File: src/bba_pkg.sv
// Package for the bitmap block allocator: shared constants, codes and control types.
`default_nettype none
package bba_pkg;

  // These are the default pool geometry values for the top-level parameters.
  localparam int unsigned ROW_BITS_DEF = 4;
  localparam int unsigned COLUMNS_DEF  = 16;

  // These are the field widths at the ports.
  localparam int unsigned BSIZE_W  = 13;
  localparam int unsigned BIDX_W   = 9;
  localparam int unsigned STATUS_W = 2;
  localparam int unsigned GIDX_W   = 8;
  localparam int unsigned OFFS_W   = 20;
  localparam int unsigned OCNT_W   = 9;

  localparam logic [BSIZE_W-1:0] BLOCK_SIZE_RST = 13'd64;

  typedef logic [STATUS_W-1:0] status_t;

  localparam status_t ST_OK      = 2'd0;
  localparam status_t ST_FULL    = 2'd1;
  localparam status_t ST_DOUBLE  = 2'd2;
  localparam status_t ST_INVALID = 2'd3;

  // These are the operation kinds carried on the input user signal.
  localparam logic ACT_ALLOC = 1'b0;
  localparam logic ACT_FREE  = 1'b1;

  typedef enum logic [2:0] {
    S_IDLE = 3'b001,
    S_EVAL = 3'b010,
    S_SRCH = 3'b100
  } state_t;

  // These are the commands from the controller to the datapath.
  typedef struct packed {
    logic load;  // latch the request and read the rows it needs
    logic eval;  // decide a free, a hint allocation or a full pool, or start a search
    logic srch;  // finish a search allocation from the row just read
  } cmd_t;

  // This is the status from the datapath to the controller.
  typedef struct packed {
    logic need_search;  // the allocation goes on to a row search
    logic hint_ok;      // the hint block can be granted at once
  } sts_t;

endpackage
`default_nettype wire

File: src/bba_datapath.sv
// Datapath of the bitmap block allocator: row memory, hint, count and result registers.
`default_nettype none
module bba_datapath
  import bba_pkg::*;
#(
  parameter int unsigned ROW_BITS = ROW_BITS_DEF,
  parameter int unsigned COLUMNS  = COLUMNS_DEF
) (
  input  wire logic                clk,
  input  wire logic                rst_n,
  input  wire cmd_t                cmd,
  output sts_t                     sts,
  input  wire logic                in_action,
  input  wire logic [BIDX_W-1:0]   in_block_index,
  input  wire logic                cfg_wr_en,
  input  wire logic [BSIZE_W-1:0]  cfg_wr_data,
  output status_t                  res_status,
  output logic      [GIDX_W-1:0]   res_granted_index,
  output logic      [OFFS_W-1:0]   res_byte_offset,
  output logic      [OCNT_W-1:0]   res_occupied_count
);

  localparam int unsigned ROWS  = 2 ** ROW_BITS;
  localparam int unsigned CAP   = ROWS * COLUMNS;
  localparam int unsigned IDX_W = $clog2(CAP);
  localparam int unsigned COL_W = (COLUMNS > 1) ? $clog2(COLUMNS) : 1;
  localparam int unsigned CNT_W = $clog2(CAP + 1);
  localparam int unsigned PROD_W = GIDX_W + BSIZE_W;

  // The occupancy bitmap is stored one row per word; a word holds every column of a row.
  logic [COLUMNS-1:0] mem [ROWS];
  logic [ROWS-1:0]    row_valid_r;
  logic [ROWS-1:0]    row_full_r;

  logic [COLUMNS-1:0] rd_a_r, rd_b_r;
  logic               rd_a_v_r, rd_b_v_r;
  logic [ROW_BITS-1:0] addr_a, addr_b;
  logic               rd_en;

  logic               act_r;
  logic [BIDX_W-1:0]  blk_r;
  logic [ROW_BITS-1:0] srch_row_r, srch_row_nxt;

  logic [IDX_W-1:0]   hint_r, hint_nxt;
  logic               hint_v_r, hint_v_nxt;
  logic [CNT_W-1:0]   cnt_r, cnt_nxt;
  logic [BSIZE_W-1:0] bsize_r;

  logic               wr_en;
  logic [ROW_BITS-1:0] wr_row;
  logic [COLUMNS-1:0] wr_data;

  logic               res_ld;
  status_t            res_st;
  logic               res_grant;
  logic [IDX_W-1:0]   res_idx;
  logic [GIDX_W-1:0]  gidx_val;
  logic [PROD_W-1:0]  prod;

  logic [COLUMNS-1:0] row_a, row_b;
  logic [ROW_BITS-1:0] hint_row, blk_row, next_row, in_blk_row;
  logic [COL_W-1:0]   hint_col, blk_col, next_col, free_col;
  logic [IDX_W:0]     next_idx;
  logic               hint_in_range, hint_ok, blk_in_range, any_free_row;
  logic [ROW_BITS-1:0] first_row;

  assign row_a = rd_a_v_r ? rd_a_r : '0;
  assign row_b = rd_b_v_r ? rd_b_r : '0;

  assign hint_row = hint_r[ROW_BITS-1:0];
  assign hint_col = COL_W'(hint_r >> ROW_BITS);
  assign next_idx = (IDX_W+1)'(hint_r) + (IDX_W+1)'(1);
  assign next_row = next_idx[ROW_BITS-1:0];
  assign next_col = COL_W'(next_idx >> ROW_BITS);
  assign blk_row  = blk_r[ROW_BITS-1:0];
  assign blk_col  = COL_W'(blk_r >> ROW_BITS);
  assign in_blk_row = in_block_index[ROW_BITS-1:0];

  assign hint_in_range = (IDX_W+1)'(hint_r) < (IDX_W+1)'(CAP);
  assign blk_in_range  = 32'(blk_r) < CAP;
  assign hint_ok       = hint_v_r && hint_in_range && !row_a[hint_col];
  assign any_free_row  = !(&row_full_r);

  // The search order puts rows outermost, so the first row that is not full holds the target.
  always_comb begin
    first_row = '0;
    for (int r = ROWS - 1; r >= 0; r--) begin
      if (!row_full_r[r]) first_row = ROW_BITS'(r);
    end
  end

  always_comb begin
    free_col = '0;
    for (int c = COLUMNS - 1; c >= 0; c--) begin
      if (!row_a[c]) free_col = COL_W'(c);
    end
  end

  assign sts.need_search = (act_r == ACT_ALLOC) && !hint_ok && any_free_row;
  assign sts.hint_ok     = hint_ok;

  // The read addresses come from the request's block or the hint while it is latched, or from the search row.
  always_comb begin
    rd_en  = cmd.load || (cmd.eval && sts.need_search);
    addr_a = (in_action == ACT_FREE) ? in_blk_row : hint_row;
    addr_b = next_row;
    if (cmd.eval) addr_a = first_row;
  end

  always_comb begin
    wr_en        = 1'b0;
    wr_row       = hint_row;
    wr_data      = row_a;
    hint_nxt     = hint_r;
    hint_v_nxt   = hint_v_r;
    cnt_nxt      = cnt_r;
    res_ld       = 1'b0;
    res_st       = ST_OK;
    res_grant    = 1'b0;
    res_idx      = hint_r;
    srch_row_nxt = srch_row_r;
    if (cmd.eval) begin
      if (act_r == ACT_FREE) begin
        res_ld = 1'b1;
        if (!blk_in_range) begin
          res_st = ST_INVALID;
        end else if (!row_a[blk_col]) begin
          res_st = ST_DOUBLE;
        end else begin
          wr_en          = 1'b1;
          wr_row         = blk_row;
          wr_data        = row_a;
          wr_data[blk_col] = 1'b0;
          if (cnt_r != '0) cnt_nxt = cnt_r - CNT_W'(1);
          hint_nxt       = IDX_W'(blk_r);
          hint_v_nxt     = 1'b1;
        end
      end else if (hint_ok) begin
        res_ld    = 1'b1;
        res_grant = 1'b1;
        wr_en     = 1'b1;
        wr_row    = hint_row;
        wr_data   = row_a;
        wr_data[hint_col] = 1'b1;
        cnt_nxt   = cnt_r + CNT_W'(1);
        if (next_idx >= (IDX_W+1)'(CAP) || row_b[next_col]) begin
          hint_v_nxt = 1'b0;
        end else begin
          hint_nxt = IDX_W'(next_idx);
        end
      end else if (!any_free_row) begin
        res_ld = 1'b1;
        res_st = ST_FULL;
      end else begin
        srch_row_nxt = first_row;
      end
    end else if (cmd.srch) begin
      res_ld    = 1'b1;
      res_grant = 1'b1;
      res_idx   = IDX_W'({free_col, srch_row_r});
      wr_en     = 1'b1;
      wr_row    = srch_row_r;
      wr_data   = row_a;
      wr_data[free_col] = 1'b1;
      cnt_nxt   = cnt_r + CNT_W'(1);
    end
  end

  assign gidx_val = res_grant ? GIDX_W'(res_idx) : '0;
  assign prod     = gidx_val * bsize_r;

  always_ff @(posedge clk) begin
    if (wr_en) mem[wr_row] <= wr_data;
    if (rd_en) begin
      rd_a_r   <= mem[addr_a];
      rd_b_r   <= mem[addr_b];
      rd_a_v_r <= row_valid_r[addr_a];
      rd_b_v_r <= row_valid_r[addr_b];
    end
    if (cmd.load) begin
      act_r <= in_action;
      blk_r <= in_block_index;
    end
    srch_row_r <= srch_row_nxt;
    if (res_ld) begin
      res_status         <= res_st;
      res_granted_index  <= gidx_val;
      res_byte_offset    <= prod[OFFS_W-1:0];
      res_occupied_count <= OCNT_W'(cnt_nxt);
    end
  end

  always_ff @(posedge clk) begin
    if (!rst_n) begin
      row_valid_r <= '0;
      row_full_r  <= '0;
      hint_r      <= '0;
      hint_v_r    <= 1'b1;
      cnt_r       <= '0;
      bsize_r     <= BLOCK_SIZE_RST;
    end else begin
      if (wr_en) begin
        row_valid_r[wr_row] <= 1'b1;
        row_full_r[wr_row]  <= &wr_data;
      end
      hint_r   <= hint_nxt;
      hint_v_r <= hint_v_nxt;
      cnt_r    <= cnt_nxt;
      if (cfg_wr_en) bsize_r <= cfg_wr_data;
    end
  end

  a_cnt_bound: assert property (@(posedge clk) disable iff (!rst_n)
    32'(cnt_r) <= CAP)
    else $error("occupied count exceeds the pool capacity");

  a_hint_range: assert property (@(posedge clk) disable iff (!rst_n)
    hint_v_r |-> hint_in_range)
    else $error("valid hint points past the pool");

  a_srch_row: assert property (@(posedge clk) disable iff (!rst_n)
    cmd.srch |-> !row_full_r[srch_row_r])
    else $error("search landed on a full row");

endmodule
`default_nettype wire

File: src/bba_ctrl.sv
// Controller of the bitmap block allocator: request sequencing and output handshake.
`default_nettype none
module bba_ctrl
  import bba_pkg::*;
(
  input  wire logic clk,
  input  wire logic rst_n,
  input  wire logic in_tvalid,
  output logic      in_tready,
  output logic      out_tvalid,
  input  wire logic out_tready,
  output cmd_t      cmd,
  input  wire sts_t sts
);

  state_t state_r, state_nxt;
  logic   out_valid_r, out_valid_nxt;
  logic   res_done;

  assign in_tready  = (state_r == S_IDLE) && (!out_valid_r || out_tready);
  assign out_tvalid = out_valid_r;

  assign cmd.load = in_tvalid && in_tready;
  assign cmd.eval = (state_r == S_EVAL);
  assign cmd.srch = (state_r == S_SRCH);

  assign res_done = (cmd.eval && !sts.need_search) || cmd.srch;

  always_comb begin
    state_nxt = state_r;
    case (state_r)
      S_IDLE:  if (cmd.load) state_nxt = S_EVAL;
      S_EVAL:  state_nxt = sts.need_search ? S_SRCH : S_IDLE;
      S_SRCH:  state_nxt = S_IDLE;
      default: state_nxt = S_IDLE;
    endcase
  end

  always_comb begin
    out_valid_nxt = out_valid_r;
    if (out_valid_r && out_tready) out_valid_nxt = 1'b0;
    if (res_done) out_valid_nxt = 1'b1;
  end

  always_ff @(posedge clk) begin
    if (!rst_n) begin
      state_r     <= S_IDLE;
      out_valid_r <= 1'b0;
    end else begin
      state_r     <= state_nxt;
      out_valid_r <= out_valid_nxt;
    end
  end

  a_search_follows: assert property (@(posedge clk) disable iff (!rst_n)
    (cmd.eval && sts.need_search) |=> cmd.srch)
    else $error("search step did not follow a missed hint");

  a_hint_no_search: assert property (@(posedge clk) disable iff (!rst_n)
    (cmd.eval && sts.hint_ok) |=> (out_valid_r && state_r == S_IDLE))
    else $error("hint grant did not produce a result");

endmodule
`default_nettype wire

File: src/bitmap_block_allocator_top.sv
// Top level of the bitmap block allocator: stream ports, controller and datapath.
// A free, a hinted allocate or a full report is decided in the evaluate state, from the
// registered row read made at the input transfer, and loaded into the output register.
// A new request is taken only in the idle state, once the last is decided, and only while
// the output register is empty or being read; a row search adds one more row read.
// Reset (rst_n, synchronous, active low) marks every row of the bitmap as never written,
// so all blocks read as free at once with no clearing pass; hint 0 valid, count 0, size 64.
`default_nettype none
module bitmap_block_allocator_top
  import bba_pkg::*;
#(
  parameter int unsigned ROW_BITS = ROW_BITS_DEF,
  parameter int unsigned COLUMNS  = COLUMNS_DEF
) (
  input  wire logic               clk,
  input  wire logic               rst_n,
  // Input stream: one allocate or free request per transfer.
  input  wire logic               in_tvalid,
  output logic                    in_tready,
  input  wire logic [15:0]        in_tdata,   // [8:0] block_index, [15:9] zero
  input  wire logic               in_tuser,   // [0] action (0 allocate, 1 free)
  // Result stream: one result per request.
  output logic                    out_tvalid,
  input  wire logic               out_tready,
  output logic      [39:0]        out_tdata,  // [1:0] status, [9:2] granted_index,
                                              // [29:10] byte_offset,
                                              // [38:30] occupied_count, [39] zero
  // Block size register; the user must write it only while no request is in flight, the block does not enforce it.
  input  wire logic               cfg_wr_en,
  input  wire logic [BSIZE_W-1:0] cfg_wr_data
);

  cmd_t               cmd;
  sts_t               sts;
  status_t            res_status;
  logic [GIDX_W-1:0]  res_granted_index;
  logic [OFFS_W-1:0]  res_byte_offset;
  logic [OCNT_W-1:0]  res_occupied_count;

  // The controller sequences each request and owns both handshakes.
  bba_ctrl u_ctrl (
    .clk        (clk),
    .rst_n      (rst_n),
    .in_tvalid  (in_tvalid),
    .in_tready  (in_tready),
    .out_tvalid (out_tvalid),
    .out_tready (out_tready),
    .cmd        (cmd),
    .sts        (sts)
  );

  // The datapath holds the bitmap rows, the hint, the count and the result register,
  // which keeps a finished result stable until the downstream side takes it.
  bba_datapath #(
    .ROW_BITS (ROW_BITS),
    .COLUMNS  (COLUMNS)
  ) u_datapath (
    .clk                (clk),
    .rst_n              (rst_n),
    .cmd                (cmd),
    .sts                (sts),
    .in_action          (in_tuser),
    .in_block_index     (in_tdata[BIDX_W-1:0]),
    .cfg_wr_en          (cfg_wr_en),
    .cfg_wr_data        (cfg_wr_data),
    .res_status         (res_status),
    .res_granted_index  (res_granted_index),
    .res_byte_offset    (res_byte_offset),
    .res_occupied_count (res_occupied_count)
  );

  assign out_tdata = {1'b0, res_occupied_count, res_byte_offset, res_granted_index,
                      res_status};

endmodule
`default_nettype wire
File: config.mk
export PLATFORM = sky130hd
export DESIGN_NAME = bitmap_block_allocator_top
export DESIGN_NICKNAME = d
export VERILOG_FILES = /design/src/bba_pkg.sv /design/src/bba_datapath.sv /design/src/bba_ctrl.sv /design/src/bitmap_block_allocator_top.sv
export SDC_FILE = /design/constraint.sdc
export NUM_CORES = 1
export LEC_CHECK = 0
export ABC_AREA = 1
export BUFFER_PORTS_ARGS = -buffer_cell sky130_fd_sc_hd__buf_2
export CAP_MARGIN = 10
export CORE_MARGIN = 2
export CORE_UTILIZATION = 45
export DETAILED_ROUTE_END_ITERATION = 12
export PLACE_DENSITY = 0.69
export SLEW_MARGIN = 30
export SYNTH_ARGS = -nofsm -noshare
export SYNTH_HDL_FRONTEND = slang
export SYNTH_SLANG_ARGS = --single-unit
File: constraint.sdc
create_clock -name clk -period 13.8 [get_ports clk]
set_clock_uncertainty 0.15 [all_clocks]
set_input_delay 3.45 -clock clk [delete_from_list [all_inputs] [get_ports clk]]
set_output_delay 3.45 -clock clk [all_outputs]
set_load 0.005 [all_outputs]
==> Word-level counts from Yosys, hierarchy flattened <==
Memory sizes are Yosys's and may differ from the RTL's. A register that Yosys moved wholly into a read port is not among the register bits.
Index checks and enable logic that the tools add are counted.
{ "classes": {"multipliers": 1, "shift": 0, "n_eq_ne": 7, "n_bitwise": 8, "reduce_logical": 30, "magnitude_cmp": 13, "div": 0, "add_sub_neg": 3, "muxes": 110} }
{ "op_table": {"columns": ["op", "count"], "rows": [
  ["$mux W4", 39],
  ["$mux W16", 8],
  ["$mux W8", 8],
  ["$mux W9", 7],
  ["$or A16 B16 Y16", 3],
  ["$lt A4 B5 Y1 const B", 7],
  ["$reduce_and A16 Y1", 2],
  ["$mux W1", 31],
  ["$bmux W1 S4", 5],
  ["$mul A8 B13 Y20", 1],
  ["$and A16 B16 Y16", 1],
  ["$bwmux W16", 1],
  ["$demux W1 S4", 4],
  ["$ge A4 B1 Y1 const B", 4],
  ["$not A16 Y16", 1],
  ["$logic_and A1 B1 Y1", 12],
  ["$reduce_and A5 Y1", 2],
  ["$add A8 B1 Y9 const B", 1],
  ["$add A9 B1 Y9 const B", 1],
  ["$ge A9 B9 Y1 const B", 1],
  ["$lt A9 B9 Y1 const B", 1],
  ["$reduce_bool A9 Y1", 1],
  ["$sub A9 B1 Y9 const B", 1],
  ["$mux W2", 4],
  ["other kinds (12)", 26]
]} }
{ "totals": {"inputBits": 35, "regBits": 122, "mem_count": 1, "romBits": 0, "latchBits": 0, "out_inout_bits": 42, "ramBits": 256, "word_cells": 190} }
{ "mem_list": {"columns": ["name", "words", "width", "read_ports", "rd_ports_with_merged_regs", "wr", "line_no", "rtl"], "rows": [
  ["u_datapath.mem", 16, 16, 2, 2, 1, "bba_datapath.sv:31", "logic [COLUMNS-1:0] mem [ROWS];"]
]} }

==> Depth between registers and ports, before layout <==
Gate-level depths: netlist of the first run.
{ "logic_depth": {"depth_word": 26, "depth_mapped": 39, "mapped_depth_nobuf": 39} }

==> Hierarchy <==
Synthesis of the first run repeated with hierarchy kept, for this count alone.
{ "hier_totals": {"cells_unflattened": 2904, "hier_area_um2": 24284.5} }
{ "modules_own_cells": {"columns": ["mod", "area_each_um2", "instances", "cells_per_inst", "seq_area_each_um2"], "rows": [
  ["bba_datapath", 24060.6, 1, 2872, 11561.1],
  ["bba_ctrl", 212.7, 1, 30, 80.1],
  ["bitmap_block_allocator_top", 11.3, 1, 2, 0.0]
]} }

==> Worst setup path after synthesis of the first run <==
OpenSTA, ideal clock, no wires.
{ "synth_timing": {"path_type": "input to output", "startpoint": "input port out_tready", "endpoint": "output port in_tready", "path_stages": 4, "path_buffers": 0, "arrival_ps": 3689, "setup_slack_ps": 6511, "t_required_ps": 10200, "cell_sequence": "inv_1 -> nand2_1 -> inv_1 -> nor2_1"} }
{ "synth_between": {"elab_chain_cells": 2} }
{ "synth_rtl": {"columns": ["item", "line_no", "rtl"], "rows": [
  ["from (decl)", "bitmap_block_allocator_top.sv:24", "input wire logic out_tready,"],
  ["$logic_or A1 B1 Y1", "bba_ctrl.sv:20", "assign in_tready = (state_r == S_IDLE) && (!out_valid_r || out_tready);"],
  ["$logic_and A1 B1 Y1", "bba_ctrl.sv:20", null],
  ["to (decl)", "bitmap_block_allocator_top.sv:19", "output logic in_tready,"]
]} }
No other way between the ends.

==> Worst setup path in the final report of the first run <==
{ "layout_timing": {"startpoint": "register u_datapath.rd_a_v_r", "endpoint": "register u_datapath.res_byte_offset[17], data pin"} }
{ "layout_between": {"elab_cells_between_ends": 28, "classes_between": "mul: 1; mux: 25; reduce/logical: 2"} }
{ "layout_rtl": {"columns": ["item", "line_no", "rtl"], "rows": [
  ["from (decl)", "bba_datapath.sv:36", "logic rd_a_v_r, rd_b_v_r;"],
  ["from (signal assigned)", "bba_datapath.sv:177", "rd_a_v_r <= row_valid_r[addr_a];"],
  ["$mux W16", "bba_datapath.sv:67", "assign row_a = rd_a_v_r ? rd_a_r : '0;"],
  ["$bmux W1 S4", "bba_datapath.sv:81", "assign hint_ok = hint_v_r && hint_in_range && !row_a[hint_col];"],
  ["$mux W1 (not written as such)", "bba_datapath.sv:81", null],
  ["$logic_not A1 Y1", "bba_datapath.sv:81", null],
  ["$logic_and A1 B1 Y1", "bba_datapath.sv:81", null],
  ["$mux W1", "bba_datapath.sv:138", "end else if (hint_ok) begin"],
  ["$mux W1", "bba_datapath.sv:123", "if (act_r == ACT_FREE) begin"],
  ["$mux W1", "bba_datapath.sv:122", "if (cmd.eval) begin"],
  ["$mux W8", "bba_datapath.sv:169", "assign gidx_val = res_grant ? GIDX_W'(res_idx) : '0;"],
  ["named net u_datapath.gidx_val[2]", "bba_datapath.sv:57", "logic [GIDX_W-1:0] gidx_val;"],
  ["$mul A8 B13 Y20", "bba_datapath.sv:170", "assign prod = gidx_val * bsize_r;"],
  ["named net u_datapath.prod[17]", "bba_datapath.sv:58", "logic [PROD_W-1:0] prod;"],
  ["to (signal assigned)", "bba_datapath.sv:188", "res_byte_offset <= prod[OFFS_W-1:0];"],
  ["to (decl)", "bba_datapath.sv:19", "output logic [OFFS_W-1:0] res_byte_offset,"]
]} }
The timed path passes the listed nets, and every way through them passes these cells. The select of a mux whose other input is x is not followed.
A chain may end at the register's enable or synchronous reset.

==> flow_summary_export.csv, run 1 <==
group,metric,value,unit
clocking,clockBufferDepth,3,
die,die_h,236,µm
power,power_frac_seq,47.1,%
sta,whs,0.326,ns
logic_synthesis,synth_edf_count,343,
sta,finalCritPeriodShare,61.8,%
route,antenna_left,0,
clocking,clkLatencyLatePin,0.61,ns
route,drt_iter0_markers,2818,
power,max-vdd-ir-drop,0.000102,V
setup_path,reg2reg_slack,5.28,ns
clocking,cts_hold_buffers,0,
setup_path,r2r-end,"u_datapath.res_byte_offset[17]",
route,dr.pass1.iters,6,
global_routing,gr-usage-all-layers,27.3,%
clocking,cts_setup_buffers,0,
clocking,cts_tree,"built",
placement,placedCellCount,3564,
global_routing,first_global_vias,20300,
placement,dpl.hpwl,48.1,mm
setup_path,crit_slowest_cell,"edfxtp_1",
clocking,numClockSinks,410,
die,coreArea,0.0536,mm²
placement,place.gp.congestion,0.996,
setup_path,crit_fanout,22,
sta,maxSlewHeadroom,31.4,%
logic_synthesis,synth_area,0.0243,mm²
flow_run,max_cap_violations,0,
die,start_util,45.3,%
global_routing,grt_overflow_total,0,
setup_path,crit_path_start,"u_datapath.rd_a_v_r",
logic_synthesis,synth_common_cells,"nand2_1 (604), nand3_1 (444), inv_1 (403)",
logic_synthesis,syn_avg_cell_area,8.32,µm²
setup_path,crit_path_end,"u_datapath.res_byte_offset[17]",
worst_hold_path,hp-class,"flop to flop",
clocking,cts_max_level,2,
sta,fin_crit,8.52,ns
cells_and_area,fill_cells,4901,
sta,max_freq,117,MHz
setup_path,arrival,8.71,ns
logic_synthesis,synth_ff_type,"edfxtp_1",
setup_path,start_kind,"flop",
power,power.density,110,mW/mm²
logic_synthesis,syn_nets,3058,
logic_synthesis,netlist_instances,2916,
clocking,numCtsBuffers,46,
global_routing,grt_max_degree,107,
sta,finalMaxSlewViolations,0,
sta,rsz0062_at_grt,"false",
global_routing,antenna_found_initial,0,
clocking,root_buffer,"clkbuf_16",
sta,worstMarginPinSlew,1.03,ns
global_routing,grt_pass1_wl,117,mm
power,swShare,25.4,%
cells_and_area,drive_gt1_share,8.80,%
cells_and_area,final_cells,3651,
route,vias,21400,
sta,fin_tns_setup,0,ns
sta,hold_viol_final,0,
route,wirelength,77.7,mm
outcome,status,"complete, no violations",
power,intPower,2.21,mW
clocking,clkTransAtPathRegs,0.06,ns
setup_path,crit_required,13.99,ns
route,wire_per_inst,21.3,µm
setup_path,cpPeakStageDelay,0.75,ns
logic_synthesis,yosysMostFrequentCell,"nand2_1",
die,dieArea,0.0558,mm²
logic_synthesis,ys_warn_count,0,
power,comb_power_share,8.7,%
setup_path,end_kind,"flop",
setup_path,setup.worst_path.class,"flop to flop",
clocking,cts_resized,0,
placement,portBuffers,68,
logic_synthesis,synth.area.top_cells,"edfxtp_1 (42%), nand2_1 (9.3%), nand3_1 (9.2%)",
power,leakagePower,11.4,nW
cells_and_area,num_antenna_cells,0,
die,fp.dieW,236,µm
cells_and_area,nets,3059,
cells_and_area,area.growth.synth_to_final,10.9,%
power,clkPwrFrac,44.3,%
power,p_sw,753,µW
route,drc,0,
logic_synthesis,async_reset_ff_share,0,%
sta,setup_viol,0,
setup_path,crit_top_cell,"nand2_1",
die,pin_count,77,
route,vias_per_cell,5.86,
setup_path,r2r_start,"u_datapath.rd_a_v_r",
logic_synthesis,synth_seq_cells,410,
die,rows,85,
logic_synthesis,seq_area_frac_synth,48.0,%
logic_synthesis,synth_largest_area_cell,"edfxtp_1",
power,power,2.96,mW
setup_path,r2r.worst_path.cells,31,
logic_synthesis,synth_cell_types,54,
logic_synthesis,synth_top_area_share,42.4,%
placement,dpl_cell_area,0.0253,mm²
cells_and_area,design_area,0.0269,mm²
-- state kept, by name, summed over array words and instances, names as in the netlist, 2 cells and up --
| name | cells |
|---|---|
| u_datapath.blk_r | 9 |
| u_datapath.mem | 256 |
| u_datapath.cnt_r | 9 |
| u_datapath.res_byte_offset | 20 |
| u_datapath.res_occupied_count | 9 |
| u_datapath.srch_row_r | 4 |
| u_datapath.row_full_r | 16 |
| u_datapath.row_valid_r | 16 |
| u_datapath.rd_a_r | 16 |
| u_datapath.res_status | 2 |
| u_datapath.hint_r | 8 |
| u_datapath.bsize_r | 13 |
| u_ctrl.state_r | 3 |
| u_datapath.res_granted_index | 8 |
| u_datapath.rd_b_r | 16 |
-- critical path: cells and delay by family (launching register included) --
family                     cells  cell delay (ns)
xor gates and xnor gates       1             0.10
and+or+nand+nor               15             2.88
AOI/OAI and AO/OA              6             1.39
DFF                            1             0.75
adders and majority gates      5             2.28
buffers and inverters          4             0.68
-- power groups by stage --
stage / clock network, mW / logic, mW / registers [mW]
floorplan: 0 / 0.167 / 1.41
global placement: 0 / 0.245 / 1.42
detailed placement: 0 / 0.248 / 1.42
CTS: 1.33 / 0.249 / 1.39
global route: 1.37 / 0.278 / 1.40
finish: 1.31 / 0.257 / 1.39
-- cell usage in the layout (no fill, tap or decap), types with 65 or more instances in the layout --
cell / instances
nand2_1: 602
nand3_1: 443
inv_1: 401
edfxtp_1: 343
o21ai_0: 215
a21oi_1: 195
nor2_1: 162
buf_2: 68
dfxtp_1: 66
fa_1: 65
-- metrics by stage --
stage	setup WS, ns	utilization (%)
detailed placement	5.50	47.1
finish	5.28	50.2
global route	4.78	50.2
global placement	5.59	47.1
CTS	5.48	50.2
floorplan	6.51	-
-- how the worst min path moves through the flow --
stage | startpoint | end | cells after the start
6_report | u_datapath.row_valid_r[1] | u_datapath.row_valid_r[1] | 2
5_1_grt | u_datapath.row_valid_r[13] | u_datapath.row_valid_r[13] | 2
4_1_cts | u_datapath.row_valid_r[9] | u_datapath.row_valid_r[9] | 2
3_5_place_dp | u_datapath.row_valid_r[3] | u_datapath.row_valid_r[3] | 2
3_3_place_gp | u_datapath.row_valid_r[7] | u_datapath.row_valid_r[7] | 2
2_1_floorplan | u_datapath.row_valid_r[11] | u_datapath.row_valid_r[11] | 2
-- kinds of logic (layout without fill, tap and decap cells) --
family | after synthesis | in the layout | synth area share (%)
and+or+nand+nor | 1291 | 1291 | 23.2
buffers and inverters | 586 | 625 | 9.22
AOI/OAI and AO/OA | 488 | 488 | 10.8
DFF | 410 | 410 | 48.0
adders and majority gates | 107 | 107 | 7.53
xor gates and xnor gates | 30 | 30 | 1.08
muxes | 3 | 3 | 0.124
other | 1 | 1 | 0.0155
-- area by class of cell --
type | count | area (µm²) | area share, %
clock buffer | 51 | 1180 | 4.39
clock inverter | 35 | 433 | 1.61
inverter | 432 | 1630 | 6.04
multi-input combinational | 1920 | 10500 | 39.0
sequential | 410 | 11600 | 43.3
tap | 696 | 871 | 3.24
timing repair buffer | 107 | 657 | 2.44
-- routing by layer --
layer  vias up  wire length, µm  track usage (%)
met1     10100            31000             36.4
met5         -                0                0
li1       9721                -                -
met2      1325            35400             43.7
met3       208             8100             4.48
met4         0             3240             12.6
Note: power is estimated with default switching activity, not from simulation.
==> run 2: changes to the inputs <==
Settings changed: PLACE_DENSITY 0.69 to 0.71.
Clock period 13.8 ns to 7.3 ns, I/O delays scaled along.
==> run 2 against run 1 <==
Against the previous run: register-to-register slack worse by 4.8 ns; via count is 3.5% lower; sequential power is 89% higher; cell count is 0.49% higher; worst hold slack worse by 0.0043 ns; largest cell class unchanged; global-route usage is 1.8 points lower; flip-flop and latch count stayed put; core utilization hardly changed; first-iteration DRC count is 19% lower; wire length is 8.0% lower; power is 83% higher; non-clock buffer count is 19 higher.
==> flow_summary_export.csv, run 2 (synthesis gave the netlist of run 1 again) <==
group,metric,value,unit
global_routing,antenna_found_initial,3,
sta,max_freq,146,MHz
global_routing,grt_overflow_total,0,
route,wire_per_inst,19.5,µm
die,start_util,45.3,%
sta,hold_viol_final,0,
worst_hold_path,hp-class,"flop to flop",
setup_path,arrival,7.05,ns
sta,maxSlewHeadroom,31.4,%
route,drc,0,
setup_path,start_kind,"flop",
power,max-vdd-ir-drop,0.000181,V
die,coreArea,0.0536,mm²
sta,finalCritPeriodShare,93.8,%
sta,fin_tns_setup,0,ns
placement,dp_worst_setup_slack,0.348,ns
flow_run,max_cap_violations,0,
route,drt_iter0_markers,2284,
cells_and_area,regMostFlops,"u_datapath.mem",
setup_path,crit_slowest_cell,"fa_1",
die,pin_count,77,
cells_and_area,mostFrequentLayoutCells,"nand2_1 (602), nand3_1 (443), inv_1 (400)",
cells_and_area,drive_gt1_share,9.05,%
global_routing,grt_pass1_wl,110,mm
clocking,clkTransAtPathRegs,0.06,ns
setup_path,r2r.worst_path.cells,34,
die,dieArea,0.0558,mm²
clocking,cts_tree,"built",
die,fp.dieW,236,µm
sta,rsz0062_at_grt,"false",
placement,portBuffers,68,
route,vias,20600,
cells_and_area,top_regs,"u_datapath.mem x256, u_datapath.res_byte_offset x20",
route,vias_per_cell,5.62,
setup_path,cpPeakStageDelay,0.51,ns
cells_and_area,largest_reg_flops,256,
placement,dpl.hpwl,43.4,mm
clocking,cts_hold_buffers,0,
cells_and_area,final_common_cell,"nand2_1",
clocking,numCtsBuffers,45,
sta,setup_viol,0,
sta,finalMaxSlewViolations,0,
sta,fin_crit,6.84,ns
cells_and_area,nets,3077,
route,dr.pass1.iters,7,
route,antenna_left,0,
setup_path,crit_top_cell,"nand2_1",
sta,worstMarginPinSlew,1.02,ns
setup_path,end_kind,"flop",
power,power,5.42,mW
die,die_h,236,µm
clocking,clkLatencyLatePin,0.61,ns
power,power.density,201,mW/mm²
die,rows,85,
placement,place.gp.congestion,0.927,
clocking,root_buffer,"clkbuf_16",
clocking,numClockSinks,410,
setup_path,setup.worst_path.class,"flop to flop",
cells_and_area,utilization,50.2,%
worst_hold_path,hold_depth,2,
sta,fin_ws,0.456,ns
clocking,cts_max_level,2,
cells_and_area,area.growth.synth_to_final,10.9,%
outcome,status,"complete, no violations",
setup_path,crit_required,7.51,ns
global_routing,first_global_vias,19300,
route,wirelength,71.5,mm
setup_path,crit_fanout,8,
global_routing,grt_max_degree,100,
power,leakagePower,11.5,nW
global_routing,gr-usage-all-layers,25.5,%
clocking,clockBufferDepth,3,
## run 2: changes by cell type in the layout (fill, tap and decap cells not counted), sizes merged
cell      change
clkinv        -2
clkbuf       +15
inv           -4
clkinvlp      -5
diode         +1
buf          +18
bufinv        -5
## run 2: repair_timing
item | CTS | global route
gates resized for setup | 0 | 3
setup endpoints to repair | 0 | 3
setup buffers | 0 | 5
## run 2: area by class of cell
class                   count  area [µm²]
diodes                      1        2.50
repair buffers            126         777
flip-flops and latches    410       11600
clock buffers              65        1260
well taps                 696         871
fillers                  5000       26700
inverters                 432        1630
clock inverters            19         216
multi-input cells        1920       10500
## run 2: power breakdown
group / switching [mW] / total [mW] / leakage, nW / internal (mW)
logic: 0.373 / 0.497 / 7.02 / 0.124
registers: 0.0301 / 2.63 / 3.72 / 2.60
clock network: 0.978 / 2.30 / 0.722 / 1.32
total: 1.38 / 5.42 / 11.5 / 4.04
## run 2: through the flow
step	instances	hold slack, ns	instance area, µm²
finish	3669	0.322	26900
detailed placement	3579	0.308	25400
global placement	3579	0.301	25400
floorplan	2916	0.290	24300
CTS	3663	0.321	26900
global route	3668	0.342	26900
## run 2: worst paths after layout
kind                               endpoint  slack, ns                        from
max          u_datapath.res_byte_offset[16]       0.46         u_datapath.rd_a_v_r
min              u_datapath.row_valid_r[13]       0.32  u_datapath.row_valid_r[13]
max reg2reg  u_datapath.res_byte_offset[16]       0.46         u_datapath.rd_a_v_r
min reg2reg      u_datapath.row_valid_r[13]       0.32  u_datapath.row_valid_r[13]
## run 2: critical path, delay by kind of cell (launching register included)
kind	cells	cell delay, ns
xor gates and xnor gates	1	0.09
and+or+nand+nor	13	1.33
adders and majority gates	5	2.32
buffers and inverters	7	0.82
AOI/OAI and AO/OA	8	1.39
DFF	1	0.50
## run 2: routing by layer
| layer | GRT usage [%] | wire, µm | up-vias |
|---|---|---|---|
| li1 | - | - | 9752 |
| met1 | 34.4 | 29200 | 9606 |
| met2 | 40.8 | 32500 | 1068 |
| met3 | 5.06 | 7190 | 210 |
| met4 | 9.01 | 2600 | 2 |
| met5 | 0 | 13 | - |
